**config.mk**
```make
export PLATFORM = sky130hd
export DESIGN_NAME = dts_frame_header_parser
export DESIGN_NICKNAME = d
export VERILOG_FILES = /design/src/rtl/dtsfh_pkg.sv /design/src/rtl/dtsfh_in_stage.sv /design/src/rtl/dtsfh_parse.sv /design/src/rtl/dts_frame_header_parser.sv
export SDC_FILE = /design/constraint.sdc
export NUM_CORES = 1
export LEC_CHECK = 0
export ABC_CLOCK_PERIOD_IN_PS = 12200
export BUFFER_PORTS_ARGS = -buffer_cell sky130_fd_sc_hd__buf_2
export CAP_MARGIN = 25
export CELL_PAD_IN_SITES_DETAIL_PLACEMENT = 1
export CELL_PAD_IN_SITES_GLOBAL_PLACEMENT = 2
export CORE_AREA = 2 2 200 202
export DETAILED_ROUTE_END_ITERATION = 10
export DIE_AREA = 0 0 202 204
export GPL_TIMING_DRIVEN = 0
export PLACE_DENSITY = 0.85
export REMOVE_ABC_BUFFERS = 1
export SETUP_SLACK_MARGIN = 0.1
export SYNTH_ARGS = -nofsm -noshare
export SYNTH_HDL_FRONTEND = slang
export SYNTH_SLANG_ARGS = --single-unit
```
**constraint.sdc**
```tcl
create_clock -name aclk -period 12.2 [get_ports aclk]
set_clock_uncertainty 0.05 [all_clocks]
set_input_delay 1.83 -clock aclk [delete_from_list [all_inputs] [get_ports aclk]]
set_output_delay 1.83 -clock aclk [all_outputs]
set_load 0.01 [all_outputs]
```
**src/rtl/dtsfh_pkg.sv**
```systemverilog
// Shared types, constants and helper functions for the DTS frame header parser.
// No dependencies; imported by every module in rtl/.
package dtsfh_pkg;

    localparam int BYTE_W   = 8;
    localparam int WORD_W   = 16;
    localparam int CNT_W    = 15;
    localparam int WIN_W    = 60;
    localparam int RATE_W   = 18;
    localparam int LAYOUT_W = 4;
    localparam int REL_W    = 2;
    localparam int NB_W     = 7;
    localparam int FS_W     = 14;
    localparam int SF_W     = 4;
    localparam int SCNT_W   = 13;
    localparam int CORE_W   = 15;
    localparam int HD_W     = 21;
    localparam int TOTAL_W  = 21;
    localparam int SPDIF_W  = 4;
    localparam int S_TDATA_W = 8;
    localparam int M_TDATA_W = 104;

    // first byte of a candidate header
    localparam logic [7:0] FIRST_BE16 = 8'h7f;
    localparam logic [7:0] FIRST_LE16 = 8'hfe;
    localparam logic [7:0] FIRST_BE14 = 8'h1f;
    localparam logic [7:0] FIRST_LE14 = 8'hff;

    localparam logic [15:0] SYNC16_W0 = 16'h7ffe;
    localparam logic [15:0] SYNC16_W1 = 16'h8001;
    localparam logic [15:0] SYNC14_W0 = 16'h1fff;
    localparam logic [15:0] SYNC14_W1 = 16'he800;
    localparam logic [11:0] SYNC14_W2 = 12'h07f;
    localparam logic [15:0] EXT_SYNC_W0 = 16'h6458;
    localparam logic [15:0] EXT_SYNC_W1 = 16'h2025;

    localparam logic [13:0] LAST_WORD16 = 14'd5;
    localparam logic [13:0] LAST_WORD14 = 14'd6;
    localparam logic [13:0] EXT_LAST_WORD = 14'd4;
    localparam logic [NB_W-1:0] MIN_BLOCKS = 7'd5;
    localparam logic [5:0] MAX_LAYOUT = 6'd9;
    localparam logic [1:0] LFF_BAD = 2'd3;

    localparam logic [LAYOUT_W-1:0] LAYOUT_SUMDIFF = 4'd3;
    localparam logic [LAYOUT_W-1:0] LAYOUT_DOLBY   = 4'd4;
    localparam logic [REL_W-1:0] REL_NONE    = 2'd0;
    localparam logic [REL_W-1:0] REL_SUMDIFF = 2'd1;
    localparam logic [REL_W-1:0] REL_DOLBY   = 2'd2;

    localparam logic [SCNT_W-1:0] CNT_512  = 13'd512;
    localparam logic [SCNT_W-1:0] CNT_1024 = 13'd1024;
    localparam logic [SCNT_W-1:0] CNT_2048 = 13'd2048;
    localparam logic [SPDIF_W-1:0] SPDIF_NONE = 4'd0;
    localparam logic [SPDIF_W-1:0] SPDIF_512  = 4'd11;
    localparam logic [SPDIF_W-1:0] SPDIF_1024 = 4'd12;
    localparam logic [SPDIF_W-1:0] SPDIF_2048 = 4'd13;

    typedef enum logic [1:0] {
        PH_IDLE,
        PH_HEAD,
        PH_SKIP,
        PH_EXT
    } phase_t;

    typedef struct packed {
        logic [BYTE_W-1:0] data_byte;
        logic              start_req;
    } in_item_t;

    typedef struct packed {
        logic                valid_res;
        logic                little_endian;
        logic                fourteen_bit;
        logic [RATE_W-1:0]   sample_rate;
        logic [LAYOUT_W-1:0] channel_layout;
        logic [REL_W-1:0]    channel_relation;
        logic                lfe_present;
        logic [SCNT_W-1:0]   sample_count;
        logic [CORE_W-1:0]   core_size;
        logic [HD_W-1:0]     hd_size;
        logic [TOTAL_W-1:0]  total_frame_size;
        logic [SPDIF_W-1:0]  spdif_type;
    } result_t;

    typedef struct packed {
        logic [SF_W-1:0]     sf;
        logic [LAYOUT_W-1:0] am;
        logic                lfe;
        logic [NB_W-1:0]     nb;
        logic [FS_W-1:0]     fs;
    } held_t;

    function automatic logic [RATE_W-1:0] rate_hz(input logic [SF_W-1:0] sf);
        logic [RATE_W-1:0] r;
        case (sf)
            4'd1:    r = 18'd8000;
            4'd2:    r = 18'd16000;
            4'd3:    r = 18'd32000;
            4'd6:    r = 18'd11025;
            4'd7:    r = 18'd22050;
            4'd8:    r = 18'd44100;
            4'd11:   r = 18'd12000;
            4'd12:   r = 18'd24000;
            4'd13:   r = 18'd48000;
            4'd14:   r = 18'd96000;
            4'd15:   r = 18'd192000;
            default: r = '0;
        endcase
        return r;
    endfunction

    function automatic result_t make_valid(input held_t h, input logic le, input logic f14,
                                           input logic [HD_W-1:0] hd);
        result_t r;
        logic [NB_W:0] blocks;
        blocks             = {1'b0, h.nb} + 8'd1;
        r.valid_res        = 1'b1;
        r.little_endian    = le;
        r.fourteen_bit     = f14;
        r.sample_rate      = rate_hz(h.sf);
        r.channel_layout   = h.am;
        r.channel_relation = (h.am == LAYOUT_SUMDIFF) ? REL_SUMDIFF :
                             (h.am == LAYOUT_DOLBY) ? REL_DOLBY : REL_NONE;
        r.lfe_present      = h.lfe;
        r.sample_count     = {blocks, 5'b0};
        r.core_size        = {1'b0, h.fs} + 15'd1;
        r.hd_size          = hd;
        r.total_frame_size = {6'b0, r.core_size} + hd;
        r.spdif_type       = (r.sample_count == CNT_512)  ? SPDIF_512 :
                             (r.sample_count == CNT_1024) ? SPDIF_1024 :
                             (r.sample_count == CNT_2048) ? SPDIF_2048 : SPDIF_NONE;
        return r;
    endfunction

endpackage

```
**src/rtl/dtsfh_in_stage.sv**
```systemverilog
// Input register for the DTS frame header parser: captures one stream word.
// Depends on dtsfh_pkg.
module dtsfh_in_stage (
    input  logic                              aclk,
    input  logic                              aresetn,
    input  logic                              s_tvalid,
    output logic                              s_tready,
    input  logic [dtsfh_pkg::S_TDATA_W-1:0]   s_tdata,   // [7:0] data_byte
    input  logic                              s_tuser,   // [0] start_req
    input  logic                              step,
    output logic                              item_valid,
    output dtsfh_pkg::in_item_t               item
);
    import dtsfh_pkg::*;

    logic     valid_reg;
    logic     valid_next;
    in_item_t item_reg;

    assign s_tready   = !valid_reg || step;
    assign item_valid = valid_reg;
    assign item       = item_reg;

    always_comb begin
        valid_next = valid_reg;
        if (s_tvalid && s_tready) begin
            valid_next = 1'b1;
        end else if (step) begin
            valid_next = 1'b0;
        end
    end

    always_ff @(posedge aclk) begin
        if (!aresetn) begin
            valid_reg <= 1'b0;
        end else begin
            valid_reg <= valid_next;
        end
    end

    always_ff @(posedge aclk) begin
        if (s_tvalid && s_tready) begin
            item_reg.data_byte <= s_tdata[BYTE_W-1:0];
            item_reg.start_req <= s_tuser;
        end
    end

endmodule

```
**src/rtl/dtsfh_parse.sv**
```systemverilog
// Parser state machine: sync detection, header field extraction, extension lookup.
// Depends on dtsfh_pkg.
module dtsfh_parse (
    input  logic                  aclk,
    input  logic                  aresetn,
    input  logic                  step,
    input  dtsfh_pkg::in_item_t   item,
    output logic                  emit,
    output dtsfh_pkg::result_t    result
);
    import dtsfh_pkg::*;

    phase_t            phase_reg, phase_next;
    logic [CNT_W-1:0]  cnt_reg, cnt_next;
    logic [WIN_W-1:0]  win_reg, win_next;
    logic [BYTE_W-1:0] pend_reg, pend_next;
    held_t             held_reg, held_next;
    logic              le_reg, le_next;
    logic              f14_reg, f14_next;

    always_comb begin
        phase_t            ph;
        logic [CNT_W-1:0]  n;
        logic [CNT_W-1:0]  e;
        logic [CNT_W-1:0]  core;
        logic [13:0]       k;
        logic [13:0]       ke;
        logic              mode_le;
        logic              mode_14;
        logic              first_ok;
        logic              sync_ok;
        logic [WORD_W-1:0] word;
        logic [WIN_W-1:0]  win_hd;
        logic [WIN_W-1:0]  win_ext;
        logic [NB_W-1:0]   nb;
        logic [FS_W-1:0]   fs;
        logic [5:0]        am;
        logic [SF_W-1:0]   sf;
        logic [1:0]        lff;
        logic [HD_W-1:0]   hd;
        held_t             hf;

        phase_next = phase_reg;
        cnt_next   = cnt_reg;
        win_next   = win_reg;
        pend_next  = pend_reg;
        held_next  = held_reg;
        le_next    = le_reg;
        f14_next   = f14_reg;
        emit       = 1'b0;
        result     = '0;

        ph       = item.start_req ? PH_HEAD : phase_reg;
        n        = item.start_req ? '0 : cnt_reg;
        core     = {1'b0, held_reg.fs} + 15'd1;
        e        = n - core;
        k        = n[CNT_W-1:1];
        ke       = e[CNT_W-1:1];
        mode_le  = le_reg;
        mode_14  = f14_reg;
        first_ok = 1'b1;

        if (ph == PH_HEAD && n == '0) begin
            unique case (item.data_byte)
                FIRST_BE16: begin mode_le = 1'b0; mode_14 = 1'b0; end
                FIRST_LE16: begin mode_le = 1'b1; mode_14 = 1'b0; end
                FIRST_BE14: begin mode_le = 1'b0; mode_14 = 1'b1; end
                FIRST_LE14: begin mode_le = 1'b1; mode_14 = 1'b1; end
                default:    first_ok = 1'b0;
            endcase
        end

        word    = mode_le ? {item.data_byte, pend_reg} : {pend_reg, item.data_byte};
        win_hd  = mode_14 ? {win_reg[WIN_W-15:0], word[13:0]} : {win_reg[WIN_W-17:0], word};
        win_ext = {win_reg[WIN_W-17:0], word};

        if (mode_14) begin
            nb  = win_hd[58:52];
            fs  = win_hd[51:38];
            am  = win_hd[37:32];
            sf  = win_hd[31:28];
            lff = win_hd[12:11];
        end else begin
            nb  = win_hd[56:50];
            fs  = win_hd[49:36];
            am  = win_hd[35:30];
            sf  = win_hd[29:26];
            lff = win_hd[10:9];
        end
        hf.sf  = sf;
        hf.am  = am[LAYOUT_W-1:0];
        hf.lfe = (lff != 2'd0);
        hf.nb  = nb;
        hf.fs  = fs;

        if (k == 14'd0) begin
            sync_ok = word == (mode_14 ? SYNC14_W0 : SYNC16_W0);
        end else if (k == 14'd1) begin
            sync_ok = word == (mode_14 ? SYNC14_W1 : SYNC16_W1);
        end else if (k == 14'd2 && mode_14) begin
            sync_ok = word[15:4] == SYNC14_W2;
        end else begin
            sync_ok = 1'b1;
        end

        hd = win_ext[37] ? {1'b0, win_ext[24:5]} : {5'b0, win_ext[28:13]};
        hd = hd + 21'd1;

        if (step) begin
            if (ph != PH_IDLE) begin
                cnt_next = n + 15'd1;
            end
            unique case (ph)
                PH_IDLE: begin
                end
                PH_HEAD: begin
                    le_next  = mode_le;
                    f14_next = mode_14;
                    if (!first_ok) begin
                        emit       = 1'b1;
                        phase_next = PH_IDLE;
                    end else if (!n[0]) begin
                        pend_next  = item.data_byte;
                        phase_next = PH_HEAD;
                    end else if (!sync_ok) begin
                        emit       = 1'b1;
                        phase_next = PH_IDLE;
                    end else begin
                        win_next   = win_hd;
                        phase_next = PH_HEAD;
                        if (k == (mode_14 ? LAST_WORD14 : LAST_WORD16)) begin
                            if (nb < MIN_BLOCKS || am > MAX_LAYOUT ||
                                rate_hz(sf) == '0 || lff == LFF_BAD) begin
                                emit       = 1'b1;
                                phase_next = PH_IDLE;
                            end else begin
                                held_next = hf;
                                if ({1'b0, fs} < n) begin
                                    emit       = 1'b1;
                                    result     = make_valid(hf, mode_le, mode_14, '0);
                                    phase_next = PH_IDLE;
                                end else begin
                                    phase_next = PH_SKIP;
                                end
                            end
                        end
                    end
                end
                PH_SKIP, PH_EXT: begin
                    if (ph == PH_EXT || n == core) begin
                        phase_next = PH_EXT;
                        if (!e[0]) begin
                            pend_next = item.data_byte;
                        end else if ((ke == 14'd0 && word != EXT_SYNC_W0) ||
                                     (ke == 14'd1 && word != EXT_SYNC_W1)) begin
                            emit       = 1'b1;
                            result     = make_valid(held_reg, le_reg, f14_reg, '0);
                            phase_next = PH_IDLE;
                        end else begin
                            win_next = win_ext;
                            if (ke == EXT_LAST_WORD) begin
                                emit       = 1'b1;
                                result     = make_valid(held_reg, le_reg, f14_reg, hd);
                                phase_next = PH_IDLE;
                            end
                        end
                    end
                end
                default: begin
                end
            endcase
        end
    end

    always_ff @(posedge aclk) begin
        if (!aresetn) begin
            phase_reg <= PH_IDLE;
            cnt_reg   <= '0;
            le_reg    <= 1'b0;
            f14_reg   <= 1'b0;
        end else begin
            phase_reg <= phase_next;
            cnt_reg   <= cnt_next;
            le_reg    <= le_next;
            f14_reg   <= f14_next;
        end
    end

    always_ff @(posedge aclk) begin
        win_reg  <= win_next;
        pend_reg <= pend_next;
        held_reg <= held_next;
    end

endmodule

```
**src/rtl/dts_frame_header_parser.sv**
```systemverilog
// DTS core frame header parser, one byte per word on the input stream, with a start
// flag on tuser marking a candidate header; one result word per header, taken from
// an output register so the next byte is accepted while a result waits. Each byte
// passes the input register and is parsed from it, so a byte is accepted every clock
// unless a result waits on a stalled output; a result is registered when the byte that
// completes the header (or its extension lookup) is parsed. Rejected headers report all
// fields zero. Depends on dtsfh_pkg, dtsfh_in_stage and dtsfh_parse.
module dts_frame_header_parser (
    input  logic                              aclk,
    input  logic                              aresetn,
    input  logic                              s_tvalid,
    output logic                              s_tready,
    input  logic [dtsfh_pkg::S_TDATA_W-1:0]   s_tdata,   // [7:0] data_byte
    input  logic                              s_tuser,   // [0] start_req
    output logic                              m_tvalid,
    input  logic                              m_tready,
    // [0] little_endian, [1] fourteen_bit, [19:2] sample_rate, [23:20] channel_layout,
    // [25:24] channel_relation, [26] lfe_present, [39:27] sample_count,
    // [54:40] core_size, [75:55] hd_size, [96:76] total_frame_size, [100:97] spdif_type
    output logic [dtsfh_pkg::M_TDATA_W-1:0]   m_tdata,
    output logic                              m_tuser    // [0] valid_res
);
    import dtsfh_pkg::*;

    logic     item_valid;
    in_item_t item;
    logic     step;
    logic     emit;
    result_t  result;
    logic     out_valid_reg, out_valid_next;
    result_t  out_reg;

    assign step = item_valid && (!out_valid_reg || m_tready);

    dtsfh_in_stage u_in_stage (
        .aclk       (aclk),
        .aresetn    (aresetn),
        .s_tvalid   (s_tvalid),
        .s_tready   (s_tready),
        .s_tdata    (s_tdata),
        .s_tuser    (s_tuser),
        .step       (step),
        .item_valid (item_valid),
        .item       (item)
    );

    dtsfh_parse u_parse (
        .aclk    (aclk),
        .aresetn (aresetn),
        .step    (step),
        .item    (item),
        .emit    (emit),
        .result  (result)
    );

    always_comb begin
        out_valid_next = out_valid_reg;
        if (step && emit) begin
            out_valid_next = 1'b1;
        end else if (m_tready) begin
            out_valid_next = 1'b0;
        end
    end

    always_ff @(posedge aclk) begin
        if (!aresetn) begin
            out_valid_reg <= 1'b0;
        end else begin
            out_valid_reg <= out_valid_next;
        end
    end

    always_ff @(posedge aclk) begin
        if (step && emit) begin
            out_reg <= result;
        end
    end

    assign m_tvalid = out_valid_reg;
    assign m_tuser  = out_reg.valid_res;
    assign m_tdata  = {3'b0,
                       out_reg.spdif_type,
                       out_reg.total_frame_size,
                       out_reg.hd_size,
                       out_reg.core_size,
                       out_reg.sample_count,
                       out_reg.lfe_present,
                       out_reg.channel_relation,
                       out_reg.channel_layout,
                       out_reg.sample_rate,
                       out_reg.fourteen_bit,
                       out_reg.little_endian};

endmodule

```
==> flow_summary.json, run 1 <==
{
  "outcome": "complete, no violations",
  "synth_simple_gate_area_share": 0.2059,
  "p_per_area_nw_per_um2": 101.3,
  "drt_iter0_drc": 787,
  "crit_family": "compound AO/OA/AOI/OAI gates",
  "hold_viol_final": 0,
  "coreArea_um2": 39180,
  "cts_resized": 0,
  "gp_congestion": 0.9091,
  "fillerInstances": 4549,
  "max_stage_delay_ns": 0.76,
  "clock-sinks": 224,
  "rows": 73,
  "worst_path_max_delay_cell": "nor2_4",
  "gr-total-overflow": 0,
  "finish.utilization": 0.4357,
  "syn_inst": 1629,
  "dp_slack_ns": 4.137,
  "max_cap_viol_count": 0,
  "end_kind": "flop",
  "stdcell_area_um2": 17070,
  "max_freq_mhz": 128.0,
  "wl_per_cell_um": 22.39,
  "largest_reg_flops": 94,
  "worstSetupPathType": "reg -> reg",
  "insertedDiodeCount": 0,
  "drc": 0,
  "path_buf_inv": 5,
  "rsz0062_at_grt": "no",
  "yosys.area_share.adder": 0.05497,
  "die-area_um2": 41210,
  "cts_setup_buffers": 0,
  "yosysTopAreaCell": "edfxtp_1",
  "slew_violations": 0,
  "maxSlewHeadroom": 0.3427,
  "initial_utilization": 0.3846,
  "final_layout_size_suffix_gt1_frac": 0.1400,
  "tightestPinTransition_ns": 0.9823,
  "timing.rr.start": "u_in_stage.item[0]",
  "pin_count": 120,
  "nets": 1782,
  "synth_top_family_by_area": "simple AND/OR/NAND/NOR gates",
  "drt_pass1_iterations": 5,
  "ys_ff_latch": 224,
  "ys_top_cells_by_area": "edfxtp_1, ha_1, dfxtp_1, nand2_1, nor2_1",
  "synth_top_area_frac": 0.3726,
  "area_delta_synth_final_pct": 13.30,
  "yosysWarnings": 0,
  "min_period_over_period": 0.6402,
  "synthesis.area_um2": 15070,
  "grt_first_pass_wirelength_um": 77940,
  "placedInstanceArea_um2": 16240,
  "post-dp-hpwl_um": 37720,
  "cts_buffers": 26,
  "async_flop_share": 0,
  "die_x_um": 202,
  "vias": 13030,
  "antenna_left": 0,
  "p_leak_nw": 6.523,
  "setup_viol": 0,
  "hold_class": "reg -> reg",
  "drt-total-wl_um": 50300,
  "cp.required_ns": 12.62,
  "yosysUniqueCellTypes": 90,
  "synth_area_per_cell_um2": 9.251,
  "min_from": "u_in_stage.item_valid",
  "grt_pass1_vias": 13110,
  "seq_area_frac_synth": 0.4218,
  "vias_per_cell": 5.800,
  "power_w": 0.001730,
  "timing.hold.ws_ns": 0.4558,
  "synth_ff_type": "edfxtp_1",
  "insertion_delay_ns": 0.55,
  "io_buffers": 110,
  "cp.arrival_ns": 8.23,
  "critPathMaxFanout": 34,
  "clk_pin_slew_ns": 0.06,
  "finalWorstSetupSlack_ns": 4.390,
  "cts_root_buffer": "clkbuf_16",
  "path_common_cell": "inv_1",
  "cts_buffer_depth": 3,
  "die_y_um": 204,
  "synth_compound_area_frac": 0.1588,
  "peakVddDrop_mv": 0.08515,
  "period_needed_ns": 7.810,
  "crit_chain": "buf_16, nor2_1, inv_1, ha_1, inv_1, a2111oi_4, a21oi_1, nor2_4, nand2_1, nand2_1, inv_1, ha_1, nor4bb_1, o21ai_0, a21o_1, a32oi_1, a41oi_1, and4_2, o21ai_0, inv_1, ha_1, xnor2_1, or3_1, o211ai_1",
  "globalRouteTotalUtil": 0.2404,
  "yosys.area_share.xor_xnor": 0.05173,
  "synth_edf_count": 187,
  "start_kind": "flop",
  "hold_buffers": 0,
  "cts_tree": "built",
  "synthMuxAreaShare": 0.05812,
  "antenna_found_initial": 0,
  "crit_start": "u_in_stage.item[0]",
  "cts_max_level": 1,
  "grt_max_degree": 35
}
## worst reg2reg max path, stage by stage (launching register included)
cell       delay, ns
edfxtp_1        0.52
buf_16          0.21
nor2_1          0.09
inv_1           0.20
ha_1            0.34
inv_1           0.17
a2111oi_4       0.56
a21oi_1         0.29
nor2_4          0.76
nand2_1         0.17
nand2_1         0.20
inv_1           0.12
ha_1            0.30
nor4bb_1        0.39
o21ai_0         0.18
a21o_1          0.19
a32oi_1         0.27
a41oi_1         0.34
and4_2          0.60
o21ai_0         0.68
inv_1           0.17
ha_1            0.36
xnor2_1         0.18
or3_1           0.31
o211ai_1        0.09
## cell usage in the layout, fill, tap and decap left out, types with 7 or more instances in the layout
cell type	instances
a211oi_1	13
a21o_1	13
a21oi_1	83
a22oi_1	26
a31oi_1	12
a32oi_1	11
a41oi_1	9
and2_1	9
and3_1	38
buf_2	115
clkbuf_1	7
clkbuf_16	27
conb_1	9
dfxtp_1	37
edfxtp_1	187
ha_1	63
inv_1	77
mux2_2	35
mux2i_1	47
nand2_1	185
nand2b_1	31
nand3_1	53
nand4_1	24
nor2_1	156
nor2b_1	21
nor3_1	42
nor4_1	13
o211ai_1	11
o21a_1	11
o21ai_0	73
o22ai_1	7
o31ai_1	7
or2_2	7
or3_1	12
xnor2_1	55
xor2_1	34
## stage by stage
stage	instances	TNS (ns)
2_1_floorplan	1540	-48.00
3_3_place_gp	2175	-1224.91
3_5_place_dp	2198	0
4_1_cts	2244	0
5_1_grt	2247	0
6_report	2247	0
## worst paths after layout
check,to,slack [ns],cells past startpoint
max,flop,4.39,24
min,u_in_stage.item_valid,0.46,2
max reg2reg,flop,4.39,24
min reg2reg,u_in_stage.item_valid,0.46,2
## synth_stat cells, types with 5 or more instances
| master | n |
|---|---|
| mux2i_1 | 47 |
| o22ai_1 | 7 |
| nor2b_1 | 22 |
| or2_2 | 7 |
| a31oi_1 | 12 |
| nand3_1 | 53 |
| o21a_1 | 11 |
| or3_1 | 12 |
| and2_1 | 9 |
| inv_1 | 77 |
| nor3_1 | 42 |
| o31ai_1 | 8 |
| a21o_1 | 13 |
| a22oi_1 | 26 |
| dfxtp_1 | 37 |
| buf_1 | 7 |
| edfxtp_1 | 187 |
| clkbuf_1 | 68 |
| ha_1 | 63 |
| mux2_2 | 35 |
| a32oi_1 | 11 |
| a21boi_0 | 5 |
| o32ai_1 | 5 |
| nand4_1 | 24 |
| nand2b_1 | 31 |
| xor2_1 | 34 |
| o21ai_1 | 6 |
| o211ai_1 | 11 |
| o21ai_0 | 73 |
| and3_1 | 39 |
| nor4_1 | 14 |
| buf_2 | 8 |
| xnor2_1 | 55 |
| nand2_1 | 185 |
| nand3b_1 | 5 |
| buf_4 | 12 |
| or4_1 | 6 |
| a211oi_1 | 13 |
| a221oi_1 | 5 |
| o21bai_1 | 6 |
| a41oi_1 | 9 |
| nor2_1 | 158 |
| nand4b_1 | 5 |
| a21oi_1 | 84 |
## per-layer routing
layer	part of all wire	track usage	vias up
met1	0.44	0.3190	6554
met3	0.036	0.02423	80
met2	0.49	0.4148	309
li1	-	-	6090
met5	0	0	-
met4	0.032	0.07222	0
## power breakdown
group / leakage [nW] / internal [W] / switching (W) / total, W
sequential: 2.13 / 0.000836 / 0.0000145 / 0.000850
clock: 0.374 / 0.000408 / 0.000328 / 0.000737
combinational: 4.02 / 0.0000504 / 0.0000932 / 0.000144
total: 6.52 / 0.00129 / 0.000436 / 0.00173
## layout make-up
class	count	area [um2]	share of cell area
inverter	80	301.5	0.01766
clock buffer	35	715.7	0.04192
sequential	224	6356	0.3723
timing repair buffer	136	922.1	0.05401
clock inverter	11	55.05	0.003224
multi-input combinational	1236	8066	0.4724
tap	525	656.9	0.03847
## logic make-up after synthesis
family	after synthesis
multiplexers	83
AND/OR/NAND/NOR	635
XOR/XNOR	89
flip-flops	224
buffers and inverters	177
AO/OA/AOI/OAI	355
other	1
adder cells (fa/ha/maj)	65
Power figures use the tool's default switching activity.
==> run 2: changes to the inputs <==
Settings changed: ABC_CLOCK_PERIOD_IN_PS 12200 to 6800, CORE_AREA 2 2 200 202 to 2 2 211 213, DIE_AREA 0 0 202 204 to 0 0 213 215, PLACE_DENSITY 0.85 to 0.81.
Clock period 12.2 ns to 6.8 ns, I/O delays scaled along.
==> flow_summary.json, run 2 (same netlist as run 1, synthesis figures left out) <==
{
  "min_from": "u_parse.cnt_reg[6]",
  "wl_per_cell_um": 21.98,
  "final_layout_size_suffix_gt1_frac": 0.1567,
  "final_cell_mix": "edfxtp_1, nand2_1, nor2_1, buf_2, a21oi_1",
  "highest_layer": "met4",
  "die-area_um2": 45800,
  "holdPathStages": 2,
  "routed-wl-met2_um": 24220,
  "vias_per_cell": 5.539,
  "finalWorstSetupSlack_ns": 0.4260,
  "p_leak_nw": 6.685,
  "pin_count": 120,
  "slew_violations": 0,
  "r2r_setup_slack_ns": 0.43,
  "io_buffers": 110,
  "cts_max_level": 1,
  "hold_buffers": 0,
  "worstSetupPathType": "reg -> reg",
  "clk_pin_slew_ns": 0.06,
  "cts_buffer_depth": 3,
  "outcome": "complete, no violations",
  "drt_iter0_drc": 868,
  "tightestPinTransition_ns": 0.9882,
  "cts_buffers": 26,
  "grt_first_pass_wirelength_um": 78990,
  "finish.utilization": 0.4006,
  "start_kind": "flop",
  "fillerInstances": 5004,
  "area_delta_synth_final_pct": 16.03,
  "end_kind": "flop",
  "reg2regPathDepth": 22,
  "dp_cells": 2269,
  "antenna_found_initial": 0,
  "post-dp-hpwl_um": 38520,
  "max_freq_mhz": 156.9,
  "instances_no_fill": 2328,
  "reg2reg_to": "m_tdata[79]",
  "layout.cells.most_common": "edfxtp_1",
  "hold_viol_final": 0,
  "wl_met1_um": 23340,
  "critPathMaxFanout": 44,
  "grt_pass1_vias": 13250,
  "drt-total-wl_um": 51170,
  "maxSlewHeadroom": 0.3325,
  "dp_slack_ns": -1.291,
  "initial_utilization": 0.3453,
  "clock-sinks": 224,
  "grt_max_degree": 45,
  "multi_input_area_um2": 8168,
  "antenna_left": 0,
  "cts_root_buffer": "clkbuf_16",
  "regArea_um2": 6356,
  "vias": 12890,
  "gp_congestion": 0.9238,
  "period_needed_ns": 6.374,
  "dr_wl_met3_um": 1675,
  "nets": 1795,
  "timing.rr.start": "u_in_stage.item[0]",
  "cp.required_ns": 7.10,
  "drt_pass1_iterations": 7,
  "gr-total-overflow": 0,
  "die_y_um": 215,
  "hold_class": "reg -> reg",
  "p_per_area_nw_per_um2": 186.6,
  "peakVddDrop_mv": 0.1627,
  "rsz0062_at_grt": "no",
  "max_cap_viol_count": 0,
  "setup_viol": 0,
  "rows": 77,
  "insertedDiodeCount": 0,
  "drc": 0,
  "timing.hold.ws_ns": 0.4574,
  "min_period_over_period": 0.9373,
  "globalRouteTotalUtil": 0.2222,
  "cts_tree": "built",
  "cp.arrival_ns": 6.67,
  "coreArea_um2": 43640,
  "insertion_delay_ns": 0.57,
  "power_w": 0.003263,
  "die_x_um": 213,
  "largest_reg_flops": 94,
  "holdPathEnd": "u_parse.cnt_reg[6]"
}
==> run 2: metrics by stage <==
step / instance area (um2) / setup TNS [ns]
floorplan: 14670 / -664.07
global placement: 15960 / -2223.93
detailed placement: 16400 / -74.17
CTS: 17360 / 0
global route: 17490 / 0
finish: 17490 / 0
==> run 2: routing by layer <==
metal / GRT usage / vias to the layer above
met4: 0.08834 / 0
met3: 0.02221 / 78
met2: 0.3667 / 256
met5: 0 / -
met1: 0.2980 / 6444
li1: - / 6116
==> run 2: where the power goes <==
group | total (W) | switching, W | internal (W)
Clock | 0.00148 | 0.000619 | 0.000856
Combinational | 0.000262 | 0.000169 | 0.0000934
Sequential | 0.00153 | 0.0000265 | 0.00150
Total | 0.00326 | 0.000814 | 0.00245
==> run 2: critical path, cell delays in order, from the launching register on <==
cell,delay (ns)
edfxtp_1,0.50
nand2b_1,0.35
ha_1,0.35
inv_1,0.18
a2111oi_4,0.33
buf_4,0.20
nand3_1,0.19
nand2_4,0.31
buf_16,0.20
mux2i_1,0.51
inv_1,0.18
ha_1,0.34
a21o_1,0.17
a21o_1,0.18
a21o_1,0.17
a21o_1,0.17
a21oi_1,0.14
o22ai_1,0.18
and4b_2,0.52
buf_12,0.26
and2_2,0.37
nand2_1,0.08
o21ai_0,0.15
==> run 2: final cells by class <==
type	instances	share of cell area
timing repair buffer	148	0.05853
multi-input combinational	1237	0.4671
clock buffer	34	0.04501
tap	592	0.04236
sequential	224	0.3635
inverter	80	0.01725
clock inverter	13	0.006225
==> run 2: worst max path at each step <==
stage / endpoint / startpoint
floorplan: m_tdata[0] / u_parse.held_reg[0]
global placement: m_tdata[80] / u_in_stage.item[0]
detailed placement: flop / u_in_stage.item[0]
CTS: m_tdata[100] / u_parse.held_reg[0]
global route: m_tdata[100] / u_parse.held_reg[0]
finish: m_tdata[79] / u_in_stage.item[0]
==> run 2: what timing repair did <==
action / 4_1_cts / 5_1_grt
gates cloned: 1 / 0
setup endpoints to repair: 211 / 85
setup buffers: 3 / 8
pin swaps: 1 / 3
gates resized for setup: 9 / 13
==> run 3: changes to the inputs <==
Settings changed: CORE_AREA 2 2 211 213 to 2 2 252 179, DIE_AREA 0 0 213 215 to 0 0 254 181.
==> flow_summary.json, run 3 (same netlist as run 1, synthesis figures left out) <==
{
  "slew_violations": 0,
  "multi_input_area_um2": 8349,
  "post-dp-hpwl_um": 38820,
  "max_freq_mhz": 154.1,
  "clock-sinks": 224,
  "insertion_delay_ns": 0.56,
  "maxSlewHeadroom": 0.2631,
  "hold_viol_final": 0,
  "peakVddDrop_mv": 0.1567,
  "gr-total-overflow": 0,
  "grt_pass1_vias": 13070,
  "tightestPinTransition_ns": 1.100,
  "power_w": 0.003382,
  "die-area_um2": 45970,
  "p_int_w": 0.002577,
  "grt.busiest_layer": "met2",
  "die_x_um": 254,
  "finish.utilization": 0.4083,
  "outcome": "complete, no violations",
  "critPathMaxFanout": 46,
  "drt_iter0_drc": 964,
  "grt_use_met3": 0.03890,
  "coreArea_um2": 43400,
  "p_leak_nw": 6.768,
  "met2_usage": 0.3363,
  "rows": 64,
  "vias_per_cell": 5.650,
  "timing.rr.start": "u_in_stage.item[0]",
  "nets": 1800,
  "reg2regPathDepth": 20,
  "largest_reg_flops": 94,
  "cp.required_ns": 7.04,
  "share_seq_of_total_power": 0.451,
  "cts_max_level": 1,
  "cts_tree": "built",
  "crit_start": "u_in_stage.item[0]",
  "p_sw_frac": 0.2381,
  "layout.cells.most_common": "edfxtp_1",
  "rsz0062_at_grt": "no",
  "worstSetupPathType": "reg -> reg",
  "cts_buffers": 26,
  "io_buffers": 110,
  "drt-total-wl_um": 52720,
  "die_y_um": 181,
  "gp_congestion": 0.9002,
  "reg2reg_to": "m_tdata[97]",
  "initial_utilization": 0.3472,
  "grt_first_pass_wirelength_um": 79280,
  "antenna_left": 0,
  "hold_class": "reg -> reg",
  "vias": 13210,
  "pin_count": 120,
  "r2r_setup_slack_ns": 0.31,
  "use_met1": 0.3287,
  "fillerInstances": 5002,
  "power.share.clock": 0.467,
  "area_delta_synth_final_pct": 17.59,
  "crit_end": "m_tdata[97]",
  "clk_pin_slew_ns": 0.07,
  "setup_viol": 0,
  "min_period_over_period": 0.9541,
  "wl_per_cell_um": 22.55,
  "grt_max_degree": 47,
  "cts_root_buffer": "clkbuf_16",
  "p_per_area_nw_per_um2": 190.9,
  "hold_buffers": 0,
  "start_kind": "flop",
  "tns_ns": 0,
  "regArea_um2": 6356,
  "period_needed_ns": 6.488,
  "p_switching_w": 0.0008053,
  "globalRouteTotalUtil": 0.2213,
  "final_layout_size_suffix_gt1_frac": 0.1722,
  "comb_power_share": 0.082,
  "antenna_found_initial": 0,
  "drc": 0,
  "end_kind": "flop",
  "max_cap_viol_count": 0,
  "cp.arrival_ns": 6.73,
  "drt_pass1_iterations": 5,
  "final_cell_mix": "edfxtp_1, nand2_1, nor2_1, buf_2, a21oi_1",
  "cts_buffer_depth": 3
}
## run 3: layout make-up
class | instances | area share
Antenna cell | 2 | 0.0002824
Clock buffer | 38 | 0.04392
Clock inverter | 10 | 0.01045
Inverter | 80 | 0.01702
Multi-Input combinational cell | 1240 | 0.4712
Sequential cell | 224 | 0.3587
Tap cell | 594 | 0.04194
Timing Repair Buffer | 150 | 0.05649
## run 3: critical path: stages, from the launching register on
cell and delay (ns):
edfxtp_1 0.32, buf_4 0.18, nor2_1 0.09, inv_1 0.18, ha_1 0.37, inv_1 0.22
a2111o_1 0.46, o21ai_4 0.34, nand2_8 0.20, nand2_1 0.14, nand2_1 0.12, ha_1 0.46
or4_1 0.58, a21o_1 0.19, a32oi_1 0.37, a41oi_2 0.35, and4b_2 0.45, buf_12 0.22
and2_1 0.35, nor2b_1 0.21, a221o_1 0.33
## run 3: metal layers
layer,wire length (um),vias up
met5,36,-
met4,944,2
met3,3419,68
met2,22970,378
met1,25350,6627
li1,-,6135
## run 3: worst min path at each step
stage                                   from            endpoint  slack [ns]  depth (start not counted)
final                     u_parse.cnt_reg[6]  u_parse.cnt_reg[6]        0.46                          2
after global routing      u_parse.cnt_reg[6]  u_parse.cnt_reg[6]        0.48                          2
after CTS                 u_parse.cnt_reg[6]  u_parse.cnt_reg[6]        0.46                          2
after detailed placement  u_parse.cnt_reg[6]  u_parse.cnt_reg[6]        0.44                          2
after global placement    u_parse.cnt_reg[6]  u_parse.cnt_reg[6]        0.43                          2
after floorplan           u_parse.cnt_reg[6]  u_parse.cnt_reg[6]        0.41                          2
## run 3: power by group through the flow
stage	combinational, W	sequential (W)	clock [W]
2_1_floorplan	0.000156	0.00155	0
3_3_place_gp	0.000233	0.00157	0
3_5_place_dp	0.000252	0.00156	0
4_1_cts	0.000263	0.00152	0.00161
5_1_grt	0.000298	0.00153	0.00166
6_report	0.000276	0.00153	0.00158
## run 3: per-stage QoR
stage | worst slack, ns | std cells | hold WS, ns | area [um2]
after detailed placement | -1.462 | 2267 | 0.4439 | 16330
after floorplan | -5.903 | 1540 | 0.4105 | 14670
after global placement | -15.55 | 2244 | 0.4292 | 15970
after global routing | 0.07211 | 2336 | 0.4777 | 17710
final | 0.3124 | 2338 | 0.4604 | 17720
after CTS | 0.1155 | 2321 | 0.4614 | 17440
## run 3: timing repair
action,in CTS,in global routing
cloned,1,3
pin swaps,3,9
setup endpoints to repair,216,109
setup buffers,5,11
gates resized for setup,22,24
